==> src/rtl/core/tqpm_pkg.sv <==
// ----------------------------------------------------------------------------
// Two-queue priority merge: shared package
// Types, codes and sizes used by the controller, the datapath and the top level.
// ----------------------------------------------------------------------------
package tqpm_pkg;

    localparam int QUEUE_DEPTH = 256;
    localparam int ID_W        = 16;
    localparam int PTR_W       = $clog2(QUEUE_DEPTH);
    localparam int FILL_W      = $clog2(QUEUE_DEPTH + 1);

    typedef enum logic [2:0] {
        ACT_PUSH_ONE = 3'd0,
        ACT_PUSH_TWO = 3'd1,
        ACT_ROUND    = 3'd2,
        ACT_POP_ONE  = 3'd3,
        ACT_POP_TWO  = 3'd4
    } act_t;

    typedef enum logic [1:0] {
        ST_GRANT = 2'd0,
        ST_DRAIN = 2'd1,
        ST_DROP  = 2'd2,
        ST_EMPTY = 2'd3
    } status_t;

    typedef enum logic [1:0] {
        SEL_ZERO,
        SEL_HEAD_ONE,
        SEL_HEAD_TWO
    } id_sel_t;

    typedef enum logic [1:0] {
        S_IDLE,
        S_EVAL,
        S_SECOND
    } state_t;

    // Commands from the controller to the datapath.
    typedef struct packed {
        logic    load_item;
        logic    push_one;
        logic    push_two;
        logic    pop_one;
        logic    pop_two;
        logic    emit;
        id_sel_t id_sel;
        logic    from_line;
        status_t status;
        logic    last;
    } dp_cmd_t;

    // Status from the datapath to the controller.
    typedef struct packed {
        act_t action;
        logic empty_one;
        logic empty_two;
        logic full_one;
        logic full_two;
        logic head_lt;
        logic head_eq;
        logic out_free;
    } dp_stat_t;

endpackage

==> src/rtl/core/tqpm_ctrl.sv <==
// ----------------------------------------------------------------------------
// Two-queue priority merge: controller
// Sequences one item at a time: take the item, evaluate it, and for a round
// with equal heads give the second grant in an extra step.
// ----------------------------------------------------------------------------
module tqpm_ctrl
    import tqpm_pkg::*;
(
    input  logic     aclk,
    input  logic     aresetn,
    input  logic     in_valid,
    output logic     in_ready,
    input  dp_stat_t stat,
    output dp_cmd_t  cmd
);

    state_t  state_reg, state_next;
    dp_cmd_t plan;
    logic    go_second;
    logic    stall;

    always_ff @(posedge aclk) begin
        if (!aresetn) begin
            state_reg <= S_IDLE;
        end else begin
            state_reg <= state_next;
        end
    end

    // What the current step would do if the output register were free.
    always_comb begin
        plan      = '0;
        plan.id_sel = SEL_ZERO;
        plan.status = ST_GRANT;
        go_second = 1'b0;
        unique case (state_reg)
            S_IDLE: begin
                plan.load_item = in_valid;
            end
            S_EVAL: begin
                unique case (stat.action)
                    ACT_PUSH_ONE: begin
                        if (stat.full_one) begin
                            plan.emit   = 1'b1;
                            plan.status = ST_DROP;
                            plan.last   = 1'b1;
                        end else begin
                            plan.push_one = 1'b1;
                        end
                    end
                    ACT_PUSH_TWO: begin
                        if (stat.full_two) begin
                            plan.emit      = 1'b1;
                            plan.from_line = 1'b1;
                            plan.status    = ST_DROP;
                            plan.last      = 1'b1;
                        end else begin
                            plan.push_two = 1'b1;
                        end
                    end
                    ACT_ROUND: begin
                        if (!stat.empty_one &&
                            (stat.empty_two || stat.head_lt || stat.head_eq)) begin
                            go_second    = !stat.empty_two && stat.head_eq;
                            plan.emit    = 1'b1;
                            plan.id_sel  = SEL_HEAD_ONE;
                            plan.last    = !go_second;
                            plan.pop_one = 1'b1;
                        end else if (!stat.empty_two) begin
                            plan.emit      = 1'b1;
                            plan.id_sel    = SEL_HEAD_TWO;
                            plan.from_line = 1'b1;
                            plan.last      = 1'b1;
                            plan.pop_two   = 1'b1;
                        end
                    end
                    ACT_POP_ONE: begin
                        plan.emit = 1'b1;
                        plan.last = 1'b1;
                        if (stat.empty_one) begin
                            plan.status = ST_EMPTY;
                        end else begin
                            plan.status  = ST_DRAIN;
                            plan.id_sel  = SEL_HEAD_ONE;
                            plan.pop_one = 1'b1;
                        end
                    end
                    ACT_POP_TWO: begin
                        plan.emit      = 1'b1;
                        plan.last      = 1'b1;
                        plan.from_line = 1'b1;
                        if (stat.empty_two) begin
                            plan.status = ST_EMPTY;
                        end else begin
                            plan.status  = ST_DRAIN;
                            plan.id_sel  = SEL_HEAD_TWO;
                            plan.pop_two = 1'b1;
                        end
                    end
                    default: begin
                    end
                endcase
            end
            S_SECOND: begin
                plan.emit      = 1'b1;
                plan.id_sel    = SEL_HEAD_TWO;
                plan.from_line = 1'b1;
                plan.last      = 1'b1;
                plan.pop_two   = 1'b1;
            end
            default: begin
            end
        endcase
    end

    assign stall = plan.emit && !stat.out_free;

    always_comb begin
        state_next = state_reg;
        unique case (state_reg)
            S_IDLE: begin
                if (in_valid) begin
                    state_next = S_EVAL;
                end
            end
            S_EVAL: begin
                if (!stall) begin
                    state_next = go_second ? S_SECOND : S_IDLE;
                end
            end
            S_SECOND: begin
                if (!stall) begin
                    state_next = S_IDLE;
                end
            end
            default: begin
                state_next = S_IDLE;
            end
        endcase
    end

    always_comb begin
        cmd      = stall ? '0 : plan;
        in_ready = (state_reg == S_IDLE);
    end

endmodule

==> config.mk <==
export PLATFORM = sky130hd
export DESIGN_NAME = tqpm_ctrl
export DESIGN_NICKNAME = d
export VERILOG_FILES = /design/src/rtl/core/tqpm_pkg.sv /design/src/rtl/core/tqpm_ctrl.sv
export SDC_FILE = /design/constraint.sdc
export NUM_CORES = 1
export LEC_CHECK = 0
export ABC_AREA = 1
export BUFFER_PORTS_ARGS = -buffer_cell sky130_fd_sc_hd__buf_2
export CORE_AREA = 2 2 39 41
export CTS_BUF_LIST = sky130_fd_sc_hd__clkbuf_16
export CTS_CLUSTER_DIAMETER = 100
export CTS_CLUSTER_SIZE = 40
export DETAILED_ROUTE_END_ITERATION = 7
export DIE_AREA = 0 0 41 43
export GPL_ROUTABILITY_DRIVEN = 0
export GPL_TIMING_DRIVEN = 1
export PLACE_DENSITY_LB_ADDON = 0.2
export SYNTH_ARGS = -nofsm -noshare
export SYNTH_HDL_FRONTEND = slang
export SYNTH_SLANG_ARGS = --single-unit
==> constraint.sdc <==
create_clock -name aclk -period 1.4 [get_ports aclk]
set_clock_uncertainty 0.15 [all_clocks]
set_input_delay 0.21 -clock aclk [delete_from_list [all_inputs] [get_ports aclk]]
set_output_delay 0.21 -clock aclk [all_outputs]
set_load 0.05 [all_outputs]
Word level (Yosys, flattened, before mapping):

Cells that the tools add are included.

* bits of input ports: 13
* flip-flop bits (word level): 2
* logic and storage cells: 64

* reduce and logical (&&, ||, !) cells: 13
* mux-type cells: 41
* eq/ne operators: 9

Operator list (count)
* 2-to-1 mux 1 bit: 17
* 2-to-1 mux 2 bit: 8
* 2-to-1 mux 12 bit: 1
* case mux 2 bit (3 select lines): 2
* case mux 5 bit (2 select lines): 1
* 2-to-1 mux 3 bit: 3
* case mux 1 bit (4 select lines): 2
* case mux 2 bit (4 select lines): 1
* == test 3 x 2 -> 1 bit, second input constant: 2
* != test 2 bit, second input constant: 3
* case mux 1 bit (2 select lines): 3
* 2-to-1 mux 5 bit: 1
* logical NOT 1 bit: 4
* 2-to-1 mux 4 bit: 1
* == test 3 x 1 -> 1 bit, second input constant: 1
* == test 3 bit, second input constant: 1
* logical AND 1 bit: 3
* logical NOT 3 bit: 1
* case mux 1 bit (3 select lines): 1
* AND reduction 3 bit: 1
* == test 2 x 1 -> 1 bit, second input constant: 1
* == test 2 bit, second input constant: 1
* logical NOT 2 bit: 1
* logical OR 1 bit: 2
* OR reduction 2 bit: 1

Depth between registers and ports, before layout:

Gate-level depths: netlist (run 1).

* depth after elaboration: 9
* mapped depth: 12
* mapped depth without buffers: 11

Worst setup path before layout (run 1):

Ideal clock, no wire load.

* kind: register to output
* start: reg state_reg[1]
* end: out cmd[6] (netlist name)
* cell stages (with the launch flop): 8
* buffers on the path: 0
* data required time: 1040 ps
* arrival: 1530 ps
* path slack: -490 ps
* cell sequence: dfxtp_1 > inv_1 > ha_1 > inv_1 > o21bai_1 > nand2_1 > nand2_1 > nor2_1

RTL lines
* start, declared: RTL line tqpm_ctrl.sv:17 `state_t state_reg, state_next;`
* start signal, assigned: RTL line tqpm_ctrl.sv:26 `state_reg <= state_next;`
* end, declared: RTL line tqpm_ctrl.sv:14 `output dp_cmd_t cmd`

==> run_results.csv, run 1 <==
group,metric,value,unit
clock_tree,path_clk_slew,0.03,ns
power,clockPowerShare,33.2,%
flow_run,drv_cap,0,
power,p_leak,0.566,nW
sta,min_period,2.01,ns
synthesis,ys_ff_latch,2,
sta,period_share,144,%
sta,max_freq,497,MHz
route,top_layer_used,"met4",
clock_tree,cts_buffer_depth,2,
synthesis,yosysWarnings,0,
run_status,status,"finished with violations",
power,seqPwrFrac,6.6,%
clock_tree,cts_tree,"built",
worst_setup_path,worstPathArrival,1.65,ns
worst_setup_path,cp_cell_sequence,"inv_2 -> buf_4 -> ha_4 -> nand3_4 -> buf_6 -> nand2_2 -> clkinvlp_4 -> buf_6",
synthesis,yosys.area.top_type,"inv_1",
sta,setup_tns,-7.45,ns
clock_tree,cts_hold_buffers,0,
sta,fin_ws,-0.613,ns
worst_setup_path,cp.required,1.04,ns
global_routing,first_global_vias,803,
power,switching_share,39.4,%
cells_and_area,area_growth,149,%
worst_setup_path,cp-end-kind,"output port",
cells_and_area,multi_input_area,450,sq um
route,firstDrtPassIters,4,
die,die_area,1760,sq um
worst_setup_path,worstSetupStartpoint,"state_reg[1]",
route,avgRoutedWirePerCell,13.8,um
sta,rsz0062_at_grt,"true",
cells_and_area,num_antenna_cells,0,
synthesis,ys_types,22,
sta,finalHoldViolCount,0,
route,wl_met3,99,um
worst_setup_path,cp_slowest_stage_delay,0.34,ns
route,wl_met2,1330,um
synthesis,netlist_instances,91,
power,p_switching,0.521,mW
min_path,hp-start,"aresetn",
power,p_int,0.801,mW
die,start_util,35.0,%
die,coreArea,1380,sq um
clock_tree,ctsRootBufferMaster,"clkbuf_16",
sta,finalSetupViolCount,15,
worst_setup_path,timing.rr.start,"state_reg[1]",
clock_tree,clock_sinks,2,
route,vias_per_cell,5.18,
synthesis,ys_seq_area_share,8.27,%
die,dieHeight,43,um
worst_setup_path,critPathMaxFanout,5,
cells_and_area,drive_above_1_share,69.8,%
route,drc_errors,0,
power,p_per_area,1090,nW/um^2
sta,tightest_slew,0.344,ns
sta,slew_headroom,76.9,%
placed_design,hpwlAfterDp,1400,um
route,drtIter0Drc,12,
synthesis,syn_nets,107,
clock_tree,ctsHtreeMaxLevel,1,
synthesis,synth_area_leaders,"inv_1 (17%), nand2_1 (15%), nand3_1 (9.3%), dfxtp_1 (8.3%), ha_1 (7.8%)",
worst_setup_path,worst-setup-path-type,"reg2out",
global_routing,grt_pass1_wl,3180,um
synthesis,postSynthAreaPerCell,5.32,sq um
route,wl_met1,746,um
power,combPwrFrac,60.2,%
worst_setup_path,cpMostUsedCell,"buf_6",
cells_and_area,largest_register_ffs,2,
route,antenna_left,0,
worst_setup_path,cp-start-kind,"flip-flop",
cells_and_area,fin_nets,167,
clock_tree,clk_latency,0.22,ns
synthesis,synth_top_cell_area_share,17.1,%
route,vias,854,
worst_setup_path,cp_slowest_cell,"dfxtp_2",
die,num_rows,14,
global_routing,grt_overflow,0,
power,peakVddDrop,0.997,mV
die,num_io_pins,26,
run_status,failed_checks,"negative setup slack",
synthesis,synth_area,484,sq um
global_routing,antenna_found_initial,0,
placed_design,dp.cells,158,
global_routing,grtUsageTotal,26.7,%
clock_tree,numCtsBuffers,3,
placed_design,io_buffers,25,
sta,drv_slew,0,
route,routed_wl,2270,um
global_routing,grt_max_degree,7,
cells_and_area,regArea,45.0,sq um
min_path,hp-class,"in2reg",
die,die_x,41,um
cells_and_area,fill_cells,76,
cells_and_area,final_cells,165,
## cell type report
type                    count  share of cell area (%)
repair buffers             57                    40.1
inverters                  25                    11.0
multi-input cells          62                    37.3
clock buffers               3                    6.22
well taps                  16                    1.66
flip-flops and latches      2                    3.73
## synth_stat cells (all sizes together)
| library cell | n |
|---|---|
| nand2 | 20 |
| o211ai | 1 |
| nor4 | 2 |
| nand3 | 11 |
| o21ai | 4 |
| ha | 3 |
| inv | 25 |
| dfxtp | 2 |
| nand4 | 1 |
| nor3 | 2 |
| nor2 | 9 |
| buf | 2 |
| or2 | 1 |
| o2111ai | 1 |
| o31ai | 1 |
| a21oi | 5 |
| o21bai | 1 |
## through the flow
step	setup slack, ns	utilization (%)	total power, mW	hold WS, ns	area (sq um)
CTS	-0.593	79.3	1.20	0.0749	1100
floorplan	-0.287	-	0.487	0.173	591
detailed placement	-0.499	66.7	0.676	0.308	923
global placement	-0.449	66.7	0.657	0.295	923
finish	-0.613	87.3	1.32	0.0769	1210
global route	-0.676	87.3	1.39	0.0856	1210
## layer usage
layer | up-vias | track usage [%]
met5 | - | 0
met4 | 0 | 22.7
met3 | 11 | 6.81
met2 | 44 | 43.1
met1 | 396 | 25.9
li1 | 403 | -
## final timing paths
path,to,slack (ns),cells past startpoint
setup reg to reg,state_reg[0],-0.36,9
hold reg to reg,state_reg[0],0.38,2
hold / removal,state_reg[0],0.08,3
setup / recovery,cmd[8],-0.61,8
## cells in the final DEF (no fill, tap or decap), types with 3 or more instances in the layout
master | Yosys | routed
buf_8 | 0 | 4
buf_6 | 2 | 15
buf_4 | 0 | 26
inv_2 | 3 | 7
clkbuf_16 | 0 | 3
nand3_1 | 9 | 4
nor2_1 | 8 | 7
nand3_2 | 2 | 4
nand3_4 | 0 | 3
buf_2 | 0 | 12
nand2_2 | 1 | 7
inv_1 | 22 | 7
nand2_1 | 19 | 13
clkinvlp_4 | 0 | 9
## critical path: cells and delay by family, from the launching register on
kind | cells | cell delay, ns
fa+ha+maj | 1 | 0.30
flops | 1 | 0.34
buf+inv | 5 | 0.60
simple gates | 2 | 0.19
## power groups by stage
stage               logic, mW  clock network (mW)  registers (mW)
global placement        0.572                   0          0.0849
floorplan               0.405                   0          0.0828
detailed placement      0.591                   0          0.0849
finish                  0.796               0.439          0.0873
global route            0.850               0.448          0.0892
CTS                     0.666               0.444          0.0857
## cell families after synthesis
kind of cell / after synthesis / synth area share, %
flip-flops: 2 / 8.27
AND/OR/NAND/NOR: 46 / 44.2
AO/OA/AOI/OAI: 13 / 15.8
buffers and inverters: 27 / 24.0
adder cells (fa/ha/maj): 3 / 7.75
## what timing repair did
action	4_1_cts	5_1_grt
setup buffers	2	3
gates cloned	0	0
pin swaps	2	7
endpoints found under the setup margin	15	15
resized for setup	28	22
Note: power is estimated with default switching activity, not from simulation.
==> inputs of run 2 (changes only) <==
ABC_AREA = not set   (was 1)
==> run_results.csv, run 2 <==
group,metric,value,unit
synthesis,ys_ff_latch,2,
cells_and_area,final_common_cell,"buf_4",
die,die_x,41,um
clock_tree,ctsHtreeMaxLevel,1,
cells_and_area,final_cell_mix,"buf_4 (29), buf_2 (16), buf_6 (12)",
route,avgRoutedWirePerCell,13.3,um
sta,slew_headroom,82.0,%
cells_and_area,num_antenna_cells,0,
synthesis,netlist_instances,71,
clock_tree,cts_buffer_depth,2,
global_routing,grt_max_degree,6,
sta,min_period,2.13,ns
global_routing,grtUsageTotal,26.4,%
worst_setup_path,cp_slowest_stage_delay,0.36,ns
power,p_switching,0.222,mW
power,p_leak,0.539,nW
synthesis,syn_nets,87,
synthesis,synth_most_common_cell,"nor2_1",
placed_design,place_ws,-0.742,ns
route,antenna_left,0,
run_status,status,"finished with violations",
sta,drv_slew,0,
sta,finalSetupViolCount,14,
power,clockPowerShare,54.7,%
synthesis,ys_seq_area_share,8.60,%
cells_and_area,largest_register_ffs,2,
sta,rsz0062_at_grt,"true",
global_routing,grt_pass1_wl,3220,um
die,num_rows,14,
worst_setup_path,cp-start-kind,"flip-flop",
synthesis,synth_common_cells,"nor2_1 (13), nand2_1 (7), inv_1 (6)",
synthesis,yosysWarnings,0,
synthesis,yosys.area.top_type,"nor2_1",
power,p_per_area,687,nW/um^2
placed_design,io_buffers,25,
route,vias_per_cell,5.08,
global_routing,antenna_found_initial,0,
worst_setup_path,cp.required,1.04,ns
route,firstDrtPassIters,4,
cells_and_area,multi_input_area,529,sq um
cells_and_area,final_cells,145,
sta,tightest_slew,0.268,ns
synthesis,synth_area,465,sq um
synthesis,synth_flop_cell,"dfxtp_1",
die,die_area,1760,sq um
worst_setup_path,cp_slowest_cell,"dfxtp_4",
synthesis,async_flop_share,0,%
global_routing,grt_overflow,0,
flow_run,drv_cap,0,
power,seqPwrFrac,8.1,%
cells_and_area,fill_cells,81,
cells_and_area,area_growth,146,%
die,dieHeight,43,um
route,routed_wl,1930,um
clock_tree,clk_latency,0.22,ns
clock_tree,path_clk_slew,0.03,ns
run_status,failed_checks,"negative setup slack",
synthesis,ys_types,32,
worst_setup_path,cp-end-kind,"output port",
clock_tree,clock_sinks,2,
cells_and_area,drive_above_1_share,69.8,%
clock_tree,cts_tree,"built",
synthesis,synth_area_leaders,"nor2_1 (10%), dfxtp_1 (8.6%), ha_1 (8.1%), nand2_1 (5.6%), inv_1 (4.8%)",
power,switching_share,28.3,%
placed_design,hpwlAfterDp,1330,um
power,peakVddDrop,1.41,mV
power,p_int,0.564,mW
route,drc_errors,0,
min_path,hp-class,"in2reg",
cells_and_area,fin_nets,147,
clock_tree,numCtsBuffers,3,
global_routing,first_global_vias,776,
clock_tree,ctsRootBufferMaster,"clkbuf_16",
die,num_io_pins,26,
sta,period_share,152,%
worst_setup_path,cp_cell_sequence,"inv_4 -> ha_4 -> inv_2 -> a2111o_1 -> buf_6 -> nand3_4 -> nor2_2 -> buf_6",
power,combPwrFrac,37.2,%
cells_and_area,fin_area,1140,sq um
worst_setup_path,worstPathArrival,1.77,ns
worst_setup_path,worst-setup-path-type,"reg2out",
synthesis,synth_top_cell_area_share,10.5,%
cells_and_area,regArea,45.0,sq um
sta,fin_ws,-0.728,ns
sta,max_freq,470,MHz
synthesis,postSynthAreaPerCell,6.56,sq um
placed_design,post_dp_cell_area,918,sq um
worst_setup_path,path_buf_inv,4,
placed_design,dp.cells,136,
worst_setup_path,critical_path.top_delay_family,"buffers and inverters",
die,coreArea,1380,sq um
worst_setup_path,cpMostUsedCell,"buf_6",
sta,finalHoldViolCount,0,
route,drtIter0Drc,9,
worst_setup_path,critPathMaxFanout,4,
synthesis,synth_edf_count,0,
die,start_util,33.6,%
route,vias,736,
[run 2: repair_timing]
action | CTS | global route
hold buffers | 0 | 0
pin swaps | 10 | 7
buffers inserted | 5 | 4
resized for setup | 24 | 8
setup endpoints to repair | 15 | 15
[run 2: stage by stage]
stage               utilization (%)  hold WS, ns  TNS [ns]  total power [mW]
finish                         82.7        0.103     -9.03             0.786
global route                   82.7        0.113     -9.67             0.814
CTS                            80.8        0.100     -9.32             0.781
detailed placement             66.4        0.319     -9.32             0.313
global placement               66.4        0.317     -8.91             0.309
floorplan                         -        0.178     -6.90             0.224
[run 2: area by class of cell]
cell class | count | area share (%)
inverters | 6 | 2.40
clock buffers | 3 | 6.56
well taps | 16 | 1.75
repair buffers | 58 | 39.1
multi-input cells | 60 | 46.2
flip-flops and latches | 2 | 3.93
[run 2: worst paths after layout]
| path | startpoint | endpoint | slack (ns) | depth (start not counted) |
|---|---|---|---|---|
| max | state_reg[0] | cmd[1] | -0.73 | 8 |
| min | aresetn | state_reg[0] | 0.10 | 3 |
| max reg2reg | state_reg[0] | state_reg[0] | -0.47 | 7 |
| min reg2reg | state_reg[1] | state_reg[1] | 0.50 | 3 |
[run 2: worst register-to-register path, stage by stage (launching register included)]
cell and delay, ns:
dfxtp_4 0.36, inv_4 0.04, ha_4 0.28, inv_2 0.03, a2111o_1 0.36, and2_4 0.18
buf_6 0.11, a221oi_2 0.26
[run 2: cell families after synthesis]
logic type      share of synthesized area, %
compound gates                          28.5
fa+ha+maj                               8.07
buf+inv                                 9.14
flops                                   8.60
mux                                     6.72
simple gates                            39.0
[run 2: metal layers]
metal / vias to the layer above / GRT usage, % / wire length [um]
met2: 22 / 41.6 / 987
met3: 4 / 6.28 / 66
met5: - / 0 / 0
met4: 0 / 12.7 / 33
li1: 374 / - / -
met1: 336 / 31.7 / 844
[run 2: power by group through the flow]
| stage | Clock (mW) | Sequential [mW] | Combinational, mW |
|---|---|---|---|
| 2_1_floorplan | 0 | 0.0639 | 0.160 |
| 3_3_place_gp | 0 | 0.0644 | 0.245 |
| 3_5_place_dp | 0 | 0.0645 | 0.248 |
| 4_1_cts | 0.437 | 0.0637 | 0.280 |
| 5_1_grt | 0.439 | 0.0639 | 0.311 |
| 6_report | 0.430 | 0.0638 | 0.292 |
==> inputs of run 3 (changes only) <==
BUFFER_PORTS_ARGS = -buffer_cell sky130_fd_sc_hd__clkbuf_2   (was -buffer_cell sky130_fd_sc_hd__buf_2)
==> run_results.csv, run 3 (synthesis gave the netlist of run 2 again) <==
group,metric,value,unit
run_status,status,"finished with violations",
run_status,failed_checks,"negative setup slack",
power,p_per_area,671,nW/um^2
sta,drv_slew,0,
power,switching_share,28.8,%
cells_and_area,drive_above_1_share,68.5,%
power,seqPwrFrac,7.9,%
route,vias_per_cell,5.30,
worst_setup_path,cp-start-kind,"input pin",
power,p_leak,0.553,nW
cells_and_area,area_growth,157,%
min_path,hp-class,"in2reg",
placed_design,io_buffers,25,
power,p_int,0.572,mW
clock_tree,path_clk_slew,0.03,ns
clock_tree,clk_latency,0.22,ns
route,antenna_left,0,
cells_and_area,num_antenna_cells,0,
power,peakVddDrop,0.854,mV
worst_setup_path,worst-setup-path-type,"in2out",
die,num_rows,14,
clock_tree,cts_buffer_depth,2,
route,routed_wl,2280,um
worst_setup_path,cp.required,1.04,ns
clock_tree,ctsRootBufferMaster,"clkbuf_16",
clock_tree,cts_tree,"built",
power,power,0.803,mW
global_routing,antenna_found_initial,0,
global_routing,first_global_vias,689,
route,drtIter0Drc,13,
power,clockPowerShare,53.7,%
clock_tree,ctsHtreeMaxLevel,1,
route,avgRoutedWirePerCell,15.6,um
sta,fin_ws,-0.813,ns
global_routing,grt_overflow,0,
route,vias,774,
global_routing,grtUsageTotal,25.7,%
worst_setup_path,cp-end-kind,"output port",
clock_tree,numCtsBuffers,3,
placed_design,hpwlAfterDp,1350,um
sta,rsz0062_at_grt,"true",
worst_setup_path,critPathMaxFanout,5,
cells_and_area,final_cell_mix,"buf_4 (31), clkbuf_2 (10), buf_6 (10)",
die,num_io_pins,26,
sta,finalHoldViolCount,0,
sta,min_period,2.21,ns
worst_setup_path,cp_slowest_cell,"a2111o_1",
sta,period_share,158,%
die,coreArea,1380,sq um
sta,max_freq,452,MHz
cells_and_area,final_cells,146,
cells_and_area,fill_cells,75,
clock_tree,clock_sinks,2,
power,combPwrFrac,38.4,%
worst_setup_path,worstPathArrival,1.85,ns
die,die_x,41,um
placed_design,dp.cells,137,
cells_and_area,final_common_cell,"buf_4",
die,die_area,1760,sq um
worst_setup_path,cp_cell_sequence,"buf_6 -> or2_4 -> o22a_1 -> a2111o_1 -> and2_4 -> nor2b_4 -> buf_8",
cells_and_area,fin_nets,148,
sta,finalSetupViolCount,14,
die,start_util,33.6,%
cells_and_area,largest_register_ffs,2,
route,drc_errors,0,
flow_run,drv_cap,0,
global_routing,grt_pass1_wl,3040,um
power,p_switching,0.231,mW
die,dieHeight,43,um
sta,tightest_slew,0.299,ns
worst_setup_path,cp_slowest_stage_delay,0.56,ns
global_routing,grt_max_degree,7,
sta,slew_headroom,79.8,%
route,firstDrtPassIters,4,
[run 3: changes by cell type in the layout (fill, tap and decap cells not counted), sizes merged]
| cell | delta |
|---|---|
| clkbuf | +17 |
| buf | -16 |
[run 3: power by group through the flow]
stage	sequential, mW	clock [mW]	combinational, mW
5_1_grt	0.0639	0.443	0.325
6_report	0.0637	0.431	0.308
4_1_cts	0.0636	0.437	0.278
2_1_floorplan	0.0639	0	0.160
3_3_place_gp	0.0642	0	0.246
3_5_place_dp	0.0641	0	0.251
[run 3: stage by stage]
step,cell area [sq um],setup slack (ns),util (%),hold WS [ns],setup TNS (ns)
after global routing,1200,-0.872,86.5,0.153,-10.65
final,1200,-0.813,86.5,0.149,-9.78
after CTS,1110,-0.809,80.1,0.122,-9.65
after detailed placement,926,-0.789,66.9,0.310,-9.86
after floorplan,613,-0.618,-,0.178,-6.90
after global placement,926,-0.762,66.9,0.308,-9.45
[run 3: metal layers]
metal  wire length [um]  GRT usage [%]
met5                  0              0
met1                987           32.3
met2               1150           38.8
met4                 37           12.0
met3                100           6.81
[run 3: path summary, 6_finish.rpt]
kind / from / end / slack, ns / depth (start not counted)
min reg2reg: state_reg[1] / state_reg[1] / 0.50 / 3
min: stat[1] / state_reg[1] / 0.15 / 3
max reg2reg: state_reg[0] / state_reg[0] / -0.72 / 8
max: stat[8] / cmd[8] / -0.81 / 7
[run 3: final cells by class]
| cell class | instances | area, sq um | area share [%] |
|---|---|---|---|
| multi-input combinational | 60 | 534 | 44.6 |
| timing repair buffer | 59 | 500 | 41.8 |
| clock buffer | 3 | 75.1 | 6.27 |
| sequential | 2 | 42.5 | 3.55 |
| inverter | 6 | 25.0 | 2.09 |
| tap | 16 | 20.0 | 1.67 |
[run 3: repair_timing]
item,4_1_cts,5_1_grt
hold buffers,0,0
gates resized for setup,19,33
buffers inserted,2,4
setup endpoints to repair,15,15
pin swaps,4,8
[run 3: worst max-delay path, delay by kind of cell]
kind	cells	cell delay [ns]
buffers and inverters	2	0.25
AOI/OAI and AO/OA	2	0.80
and+or+nand+nor	3	0.58
